<file path="src/hdl/mst_pkg.sv">
// Shared types, codes and keyword table for the markup source tokenizer.
// No dependencies.
package mst_pkg;

  localparam int CW = 32;
  localparam int NKW = 22;
  localparam int KW_BYTES = 13;
  localparam logic [CW-1:0] CMAX = '1;

  typedef enum logic [3:0] {
    M_IDLE, M_IDENT, M_UNQ, M_STR, M_ESC, M_HSLASH, M_HDASH,
    M_LINECOM, M_BLOCK, M_BSTAR
  } mode_t;

  localparam logic [5:0] K_END = 6'd0;
  localparam logic [5:0] K_IDENT = 6'd1;
  localparam logic [5:0] K_STRING = 6'd2;
  localparam logic [5:0] K_UNQ = 6'd3;
  localparam logic [5:0] K_PUNCT0 = 6'd4;
  localparam logic [5:0] K_UNKNOWN = 6'd18;
  localparam logic [5:0] K_KW0 = 6'd19;

  typedef struct packed {
    logic [5:0]    kind;
    logic [CW-1:0] line;
    logic [CW-1:0] column;
    logic [CW-1:0] offset;
    logic [CW-1:0] vlen;
    logic          last;
  } res_t;

  typedef logic [8*KW_BYTES-1:0] kw_word_t;

  localparam kw_word_t KW_STR [NKW] = '{
    "text", "style", "script", "Template", "Custom", "Origin", "Import",
    "Namespace", "Configuration", "Info", "Export", "use", "except",
    "inherit", "delete", "insert", "after", "before", "replace", "at",
    "from", "as"
  };
  localparam logic [3:0] KW_LEN [NKW] = '{
    4'd4, 4'd5, 4'd6, 4'd8, 4'd6, 4'd6, 4'd6, 4'd9, 4'd13, 4'd4, 4'd6,
    4'd3, 4'd6, 4'd7, 4'd6, 4'd6, 4'd5, 4'd6, 4'd7, 4'd2, 4'd4, 4'd2
  };

  function automatic logic [CW-1:0] sat_inc(input logic [CW-1:0] v);
    return (v == CMAX) ? v : v + 1'b1;
  endfunction

  function automatic logic is_alpha(input logic [7:0] c);
    return (c >= "a" && c <= "z") || (c >= "A" && c <= "Z");
  endfunction

  function automatic logic is_digit(input logic [7:0] c);
    return c >= "0" && c <= "9";
  endfunction

  function automatic logic is_word(input logic [7:0] c);
    return is_alpha(c) || is_digit(c) || c == "_";
  endfunction

  function automatic logic is_space(input logic [7:0] c);
    return c == " " || (c >= 8'd9 && c <= 8'd13);
  endfunction

  // Clear every keyword that is too short for pos or whose character at pos differs from c.
  function automatic logic [NKW-1:0] kw_step(input logic [NKW-1:0] hits,
                                             input logic [CW-1:0] pos,
                                             input logic [7:0] c);
    logic [NKW-1:0] h;
    logic [3:0]     p;
    logic [7:0]     b;
    h = hits;
    p = pos[3:0];
    for (int k = 0; k < NKW; k++) begin
      b = KW_STR[k][8*(KW_LEN[k] - 4'd1 - p) +: 8];
      if (pos >= CW'(KW_LEN[k]) || b != c) h[k] = 1'b0;
    end
    return h;
  endfunction

  // First surviving keyword of matching length, else identifier.
  function automatic logic [5:0] kw_kind(input logic [NKW-1:0] hits,
                                         input logic [CW-1:0] len);
    logic [5:0] kd;
    logic       found;
    kd = K_IDENT;
    found = 1'b0;
    for (int k = 0; k < NKW; k++) begin
      if (!found && hits[k] && len == CW'(KW_LEN[k])) begin
        kd = K_KW0 + 6'(k);
        found = 1'b1;
      end
    end
    return kd;
  endfunction

  function automatic logic [4:0] punct_idx(input logic [7:0] c);
    logic [4:0] r;
    unique case (c)
      "{": r = 5'd0;
      "}": r = 5'd1;
      "[": r = 5'd2;
      "]": r = 5'd3;
      "(": r = 5'd4;
      ")": r = 5'd5;
      ";": r = 5'd6;
      ":": r = 5'd7;
      "=": r = 5'd8;
      ",": r = 5'd9;
      ".": r = 5'd10;
      "@": r = 5'd11;
      "#": r = 5'd12;
      "&": r = 5'd13;
      default: r = 5'd31;
    endcase
    return r;
  endfunction

endpackage

</file>
<file path="src/hdl/markup_source_tokenizer.sv">
// Markup source tokenizer: one source byte per request in, token requests out.
// Depends on mst_pkg.
//
// The block takes one input request per cycle and turns it, in a single pass of
// logic, into zero to three token requests written to a four-entry result
// queue. Whitespace and //, -- and /* */ comments are skipped; identifiers are
// matched against 22 keywords as their bytes arrive; strings, unquoted
// literals, punctuation and unknown bytes become tokens that carry their start
// line, column, byte offset and value length. in_ready is high while the queue
// holds at most one request, so a stream whose bytes give one token or fewer
// runs at one byte per cycle while out_ready stays high; a byte that gives two
// or three tokens (an end request flushing a pending token, for instance) holds
// off further bytes while the queue drains. Outputs come from the registered
// queue. The end request always closes with an end token and returns the
// scanner to its reset state.
module markup_source_tokenizer import mst_pkg::*; (
  input  logic          clk,
  input  logic          rst_n,
  input  logic          in_valid,
  output logic          in_ready,
  input  logic [7:0]    in_ch,
  input  logic          in_has_char,
  input  logic          in_end_of_source,
  output logic          out_valid,
  input  logic          out_ready,
  output logic [5:0]    out_kind,
  output logic [CW-1:0] out_line,
  output logic [CW-1:0] out_column,
  output logic [CW-1:0] out_offset,
  output logic [CW-1:0] out_value_length,
  output logic          out_last_of_run
);

  // Scanner state
  mode_t          mode_r, mode_nxt;
  logic [CW-1:0]  line_r, line_nxt, col_r, col_nxt, idx_r, idx_nxt;
  logic [CW-1:0]  sl_r, sl_nxt, sc_r, sc_nxt, si_r, si_nxt, vc_r, vc_nxt;
  logic [NKW-1:0] kh_r, kh_nxt;
  logic           qs_r, qs_nxt;

  // Result queue
  res_t       q_r [4];
  logic [1:0] rd_r;
  logic [2:0] cnt_r;

  res_t       res [3];
  logic [1:0] nres;

  logic in_acc, out_acc;
  assign in_acc  = in_valid && in_ready;
  assign out_acc = out_valid && out_ready;
  assign in_ready  = (cnt_r <= 3'd1);
  assign out_valid = (cnt_r != 3'd0);

  always_comb begin
    logic       go_idle, nl;
    logic [7:0] c;
    logic [4:0] pi;
    mode_nxt = mode_r;
    line_nxt = line_r; col_nxt = col_r; idx_nxt = idx_r;
    sl_nxt = sl_r; sc_nxt = sc_r; si_nxt = si_r; vc_nxt = vc_r;
    kh_nxt = kh_r; qs_nxt = qs_r;
    nres = 2'd0;
    for (int i = 0; i < 3; i++) res[i] = '0;
    go_idle = 1'b0;
    nl = 1'b0;
    c = in_ch;
    pi = punct_idx(c);

    if (in_has_char) begin
      // Finish or extend whatever is pending
      unique case (mode_r)
        M_IDENT: begin
          if (is_word(c)) begin
            kh_nxt = kw_step(kh_r, vc_r, c);
            vc_nxt = sat_inc(vc_r);
          end else begin
            res[nres] = '{kw_kind(kh_r, vc_r), sl_r, sc_r, si_r, vc_r, 1'b0};
            nres = nres + 2'd1;
            go_idle = 1'b1;
          end
        end
        M_UNQ: begin
          if (is_word(c) || c == "-") vc_nxt = sat_inc(vc_r);
          else begin
            res[nres] = '{K_UNQ, sl_r, sc_r, si_r, vc_r, 1'b0};
            nres = nres + 2'd1;
            go_idle = 1'b1;
          end
        end
        M_STR: begin
          if (c == (qs_r ? 8'h27 : 8'h22)) begin
            res[nres] = '{K_STRING, sl_r, sc_r, si_r, vc_r, 1'b0};
            nres = nres + 2'd1;
            mode_nxt = M_IDLE;
          end else if (c == 8'h5C) mode_nxt = M_ESC;
          else vc_nxt = sat_inc(vc_r);
        end
        M_ESC: begin
          vc_nxt = sat_inc(vc_r);
          mode_nxt = M_STR;
        end
        M_HSLASH: begin
          if (c == "/") mode_nxt = M_LINECOM;
          else if (c == "*") mode_nxt = M_BLOCK;
          else begin
            res[nres] = '{K_UNKNOWN, sl_r, sc_r, si_r, CW'(1), 1'b0};
            nres = nres + 2'd1;
            go_idle = 1'b1;
          end
        end
        M_HDASH: begin
          if (c == "-") mode_nxt = M_LINECOM;
          else if (is_word(c)) begin
            mode_nxt = M_UNQ;
            vc_nxt = CW'(2);
          end else begin
            res[nres] = '{K_UNQ, sl_r, sc_r, si_r, CW'(1), 1'b0};
            nres = nres + 2'd1;
            go_idle = 1'b1;
          end
        end
        M_LINECOM: go_idle = (c == 8'h0A);
        M_BLOCK: begin
          if (c == "*") mode_nxt = M_BSTAR;
          nl = (c == 8'h0A);
        end
        M_BSTAR: begin
          if (c == "/") mode_nxt = M_IDLE;
          else if (c != "*") mode_nxt = M_BLOCK;
          nl = (c == 8'h0A);
        end
        default: go_idle = 1'b1;
      endcase

      // Byte seen with nothing pending
      if (go_idle) begin
        mode_nxt = M_IDLE;
        if (is_space(c)) nl = (c == 8'h0A);
        else begin
          sl_nxt = line_r; sc_nxt = col_r; si_nxt = idx_r;
          if (c == "/") mode_nxt = M_HSLASH;
          else if (c == "-") mode_nxt = M_HDASH;
          else if (is_alpha(c) || c == "_") begin
            mode_nxt = M_IDENT;
            kh_nxt = kw_step('1, '0, c);
            vc_nxt = CW'(1);
          end else if (is_digit(c)) begin
            mode_nxt = M_UNQ;
            vc_nxt = CW'(1);
          end else if (c == 8'h22 || c == 8'h27) begin
            mode_nxt = M_STR;
            qs_nxt = (c == 8'h27);
            vc_nxt = '0;
          end else if (pi != 5'd31) begin
            res[nres] = '{K_PUNCT0 + 6'(pi), line_r, col_r, idx_r, CW'(1), 1'b0};
            nres = nres + 2'd1;
          end else begin
            res[nres] = '{K_UNKNOWN, line_r, col_r, idx_r, CW'(1), 1'b0};
            nres = nres + 2'd1;
          end
        end
      end

      idx_nxt = sat_inc(idx_r);
      if (nl) begin
        line_nxt = sat_inc(line_r);
        col_nxt = CW'(1);
      end else col_nxt = sat_inc(col_r);
    end

    if (in_end_of_source) begin
      // Flush the pending token, close with the end token, return to reset
      unique case (mode_nxt)
        M_IDENT: begin
          res[nres] = '{kw_kind(kh_nxt, vc_nxt), sl_nxt, sc_nxt, si_nxt, vc_nxt, 1'b0};
          nres = nres + 2'd1;
        end
        M_UNQ: begin
          res[nres] = '{K_UNQ, sl_nxt, sc_nxt, si_nxt, vc_nxt, 1'b0};
          nres = nres + 2'd1;
        end
        M_STR, M_ESC: begin
          res[nres] = '{K_STRING, sl_nxt, sc_nxt, si_nxt, vc_nxt, 1'b0};
          nres = nres + 2'd1;
        end
        M_HSLASH: begin
          res[nres] = '{K_UNKNOWN, sl_nxt, sc_nxt, si_nxt, CW'(1), 1'b0};
          nres = nres + 2'd1;
        end
        M_HDASH: begin
          res[nres] = '{K_UNQ, sl_nxt, sc_nxt, si_nxt, CW'(1), 1'b0};
          nres = nres + 2'd1;
        end
        default: ;
      endcase
      res[nres] = '{K_END, line_nxt, col_nxt, idx_nxt, '0, 1'b0};
      nres = nres + 2'd1;
      mode_nxt = M_IDLE;
      line_nxt = CW'(1); col_nxt = CW'(1); idx_nxt = '0;
      sl_nxt = '0; sc_nxt = '0; si_nxt = '0; vc_nxt = '0;
      kh_nxt = '1; qs_nxt = 1'b0;
    end

    if (nres != 2'd0) res[nres - 2'd1].last = 1'b1;
  end

  always_ff @(posedge clk) begin
    if (!rst_n) begin
      mode_r <= M_IDLE;
      line_r <= CW'(1); col_r <= CW'(1); idx_r <= '0;
      sl_r <= '0; sc_r <= '0; si_r <= '0; vc_r <= '0;
      kh_r <= '1; qs_r <= 1'b0;
      rd_r <= '0;
      cnt_r <= '0;
    end else begin
      if (in_acc) begin
        mode_r <= mode_nxt;
        line_r <= line_nxt; col_r <= col_nxt; idx_r <= idx_nxt;
        sl_r <= sl_nxt; sc_r <= sc_nxt; si_r <= si_nxt; vc_r <= vc_nxt;
        kh_r <= kh_nxt; qs_r <= qs_nxt;
      end
      // advance read side, add new results behind the current tail
      if (out_acc) rd_r <= rd_r + 2'd1;
      cnt_r <= cnt_r - {2'b0, out_acc} + (in_acc ? {1'b0, nres} : 3'd0);
    end
  end

  // Queue storage: payload only, no reset
  always_ff @(posedge clk) begin
    if (in_acc) begin
      for (int i = 0; i < 3; i++) begin
        if (2'(i) < nres) q_r[2'(rd_r + cnt_r[1:0] + 2'(i))] <= res[i];
      end
    end
  end

  assign out_kind         = q_r[rd_r].kind;
  assign out_line         = q_r[rd_r].line;
  assign out_column       = q_r[rd_r].column;
  assign out_offset       = q_r[rd_r].offset;
  assign out_value_length = q_r[rd_r].vlen;
  assign out_last_of_run  = q_r[rd_r].last;

  // Queue never holds more than its four entries
  a_cnt_max: assert property (@(posedge clk) disable iff (!rst_n) cnt_r <= 3'd4)
    else $error("result queue overflow");
  // An accepted request always leaves room for its results
  a_room: assert property (@(posedge clk) disable iff (!rst_n)
    in_acc |-> (cnt_r + {1'b0, nres} <= 3'd4))
    else $error("no room for results");
  // An end request leaves the scanner idle at line one
  a_end_reset: assert property (@(posedge clk) disable iff (!rst_n)
    (in_acc && in_end_of_source) |=> (mode_r == M_IDLE && line_r == CW'(1)))
    else $error("end request did not reset scanner");
  // An end request always produces at least one result
  a_end_res: assert property (@(posedge clk) disable iff (!rst_n)
    (in_acc && in_end_of_source) |-> nres != 2'd0)
    else $error("end request without end token");

endmodule

</file>
<file path="config.mk">
export PLATFORM = sky130hd
export DESIGN_NAME = markup_source_tokenizer
export DESIGN_NICKNAME = d
export VERILOG_FILES = /design/src/hdl/mst_pkg.sv /design/src/hdl/markup_source_tokenizer.sv
export SDC_FILE = /design/constraint.sdc
export NUM_CORES = 2
export LEC_CHECK = 0
export ABC_AREA = 1
export BUFFER_PORTS_ARGS = -buffer_cell sky130_fd_sc_hd__buf_2
export CORE_MARGIN = 4
export CORE_UTILIZATION = 35
export DETAILED_ROUTE_END_ITERATION = 10
export GPL_ROUTABILITY_DRIVEN = 0
export PLACE_DENSITY_LB_ADDON = 0.05
export SETUP_SLACK_MARGIN = 0.15
export SLEW_MARGIN = 20
export SYNTH_ARGS = -nofsm -noshare
export SYNTH_HDL_FRONTEND = slang
export SYNTH_SLANG_ARGS = --single-unit
</file>
<file path="constraint.sdc">
create_clock -name clk -period 15.85 [get_ports clk]
set_input_delay 2.3775 -clock clk [delete_from_list [all_inputs] [get_ports clk]]
set_output_delay 2.3775 -clock clk [all_outputs]
set_load 0.03 [all_outputs]
</file>
==> run metrics <==
max-cap violations=0; Worst-path clk slew=0.06 ns; synthesized area per cell=between 7 and 8 um2; Reg2Reg Setup Slack=around 7.4 ns; Die Y=slightly above 400 um; Main synth FF type=edfxtp_1; Synth async-reset ratio=0%; Initial Util=between 30% and 40%; core area=approximately 160,000 um2; final core occ=38.6%; Max Fanout on Critical Path=approximately 110; Die ar.=approximately 170,000 um2; postcts setup bufs=0; CTS Hold Buffers Added=0; sequential area share after synthesis=around 37%; initial antenna violation count=14; Total GRT Usage=between 30 and 40%; later-pin clock latency in the skew report=around 0.75 ns; RR Startpoint=mode_r[0]; commonest non-fill, non-tap cell in the layout=nand2_1; WP data required=16.22 ns; mapped cell area=approximately 57,000 um2; Worst Skew=roughly 0.036 ns; cell area after layout=62,800 um2; global-route wire length before repair=a little over 400 mm; share of cells above drive strength 1=8.78%; Worst Path Arrival=10.73 ns; DRT Wirelength=285 mm; minimum clock period=about 10 ns; syn_nets=~8k; overflow left after global routing=0; Residual DRC=0; 1st-iter DRT viols=7,784; routed via count=62.1k; leak pwr=approximately 22 nW; Worst Tran Pin Value=approximately 1.2 ns; status=finished, final reports clean; Avg WL per Cell=between 20 and 30 um; Area after DPL=slightly below 60,000 um2; TritonCTS buffer count=100; cts repair resizes=0; Crit Path Class=in -> reg; hpwl dp=178 mm; synthesis-stage register bit count=~800; Post-DRT Antenna Nets=0; setup violators final=0; EDFF count, synth=between 500 and 600; Clock Sinks=798; crit path capture type=flop; Startpoint Class=input pin; largest net degree at the start of global routing=approximately 160; Peak supply drop=approximately 0.12 mV; Layout area overhead=9.80%; min-delay worst type=reg -> reg; FP Rows=148; CP max-delay cell=buf_12; Cell variety after synth=84; fmax=~96 MHz; Max stage delay on crit path=just under 0.7 ns; H-tree levels=3; Cells after Synth=8,163; Final Cycle Share=about two thirds; pins over their slew limit=0; vias per inst=just over 6; Clock Tree Root=clkbuf_16; first drt pass iteration count=6; hold_ws=about 0.47 ns; yosys warns=0; number of global-route vias before repair=approximately 58k; RSZ-0062 raised after global routing=no; Critical Path Start=in_ch[0]; IO buf count=150; final hold viol count=0; commonest cells after routing, fill and taps aside=2,017 x nand2_1, 957 x o21ai_0, 760 x nor2_1; CTS tree=built; Layout Nets=7,957; Horiz. Die Dim=412 um; # IOs=151; Cell Pwr Density=about 140 nW/um2; worst relative slew slack=around 17%; Hold Startpoint=si_r[12]; Clock Tree Buf Depth=3
==> cell usage after synthesis, drive strengths merged, types with 15 or more instances <==
cell | instances | share of area [%]
inv | 693 | 4.6
nor2 | 807 | 5.6
a21oi | 396 | 3.5
ha | 31 | 0.68
a221oi | 35 | 0.54
or2 | 81 | 0.89
nor3 | 114 | 1.1
nand2 | 2059 | 14
clkbuf | 519 | 3.4
o31ai | 15 | 0.20
xnor2 | 16 | 0.24
nand3 | 327 | 3.0
o21ai | 1002 | 8.8
o32ai | 28 | 0.43
xor2 | 114 | 1.7
buf | 107 | 1.0
o211ai | 192 | 2.5
a31oi | 19 | 0.21
o22ai | 276 | 3.1
nor4 | 36 | 0.40
nand4 | 73 | 0.86
dfxtp | 258 | 9.0
a22oi | 88 | 1.2
o221ai | 225 | 3.4
edfxtp | 540 | 28
==> logic make-up after synthesis <==
logic type | after synthesis | share of synthesized area, %
adder cells (fa/ha/maj) | 32 | 0.713
AND/OR/NAND/NOR | 3514 | 25.7
AO/OA/AOI/OAI | 2357 | 25.1
buffers and inverters | 1330 | 9.06
flip-flops | 798 | 37.4
multiplexers | 2 | 0.0350
XOR/XNOR | 130 | 1.99
==> where the power goes <==
part           internal (mW)  switching, mW  total (mW)
sequential              2.68          0.101        2.78
combinational          0.737           2.73        3.47
clock                   1.36           1.02        2.38
total                   4.77           3.85        8.62
==> routing by layer <==
metal  part of all wire [%]  GRT usage [%]  routed length, um
met1                     43           45.4             123000
met2                     43           49.2             123000
met3                     10           6.04              28500
met4                    3.7           11.6              10600
met5                  0.010              0                 29
==> registers in the layout (all words and copies together) (netlist names), named ones only <==
name / count
q_r: 540
col_r: 32
idx_r: 32
line_r: 32
sc_r: 32
si_r: 32
sl_r: 32
vc_r: 32
kh_r: 22
mode_r: 4
cnt_r: 3
rd_r: 2
qs_r: 1
==> worst paths after layout <==
path,to,cells past startpoint
worst max-delay path,q_r[0][84],38
worst min register to register,si_r[12],2
worst min-delay path,si_r[12],2
worst max register to register,q_r[0][84],35
==> layout make-up <==
class                           count  area [um2]
Antenna cell                        4        10.0
Clock inverter                     46         538
Inverter                          704        2690
Multi-Input combinational cell   6035       30900
Fill cell                       17200       99800
Sequential cell                   798       21400
Clock buffer                      143        2780
Tap cell                         2175        2720
Timing Repair Buffer              272        1800
==> worst max-delay path: cells and delay by family <==
kind                     cells  cell delay, ns
buffers and inverters       17            4.30
AO/OA/AOI/OAI                6            1.19
AND/OR/NAND/NOR             14            2.47
adder cells (fa/ha/maj)      1            0.25
==> through the flow <==
| step | setup TNS [ns] | std cells | power, mW | worst slack (ns) |
|---|---|---|---|---|
| after floorplan | -100.32 | 8163 | 4.89 | -0.186 |
| after global placement | 0 | 9984 | 6.21 | 5.05 |
| after detailed placement | 0 | 9984 | 6.22 | 4.91 |
| after CTS | 0 | 10200 | 8.59 | 5.67 |
| after global routing | 0 | 10200 | 8.93 | 4.99 |
| final | 0 | 10200 | 8.62 | 5.48 |
No activity file was read; power rests on OpenSTA's default activity.
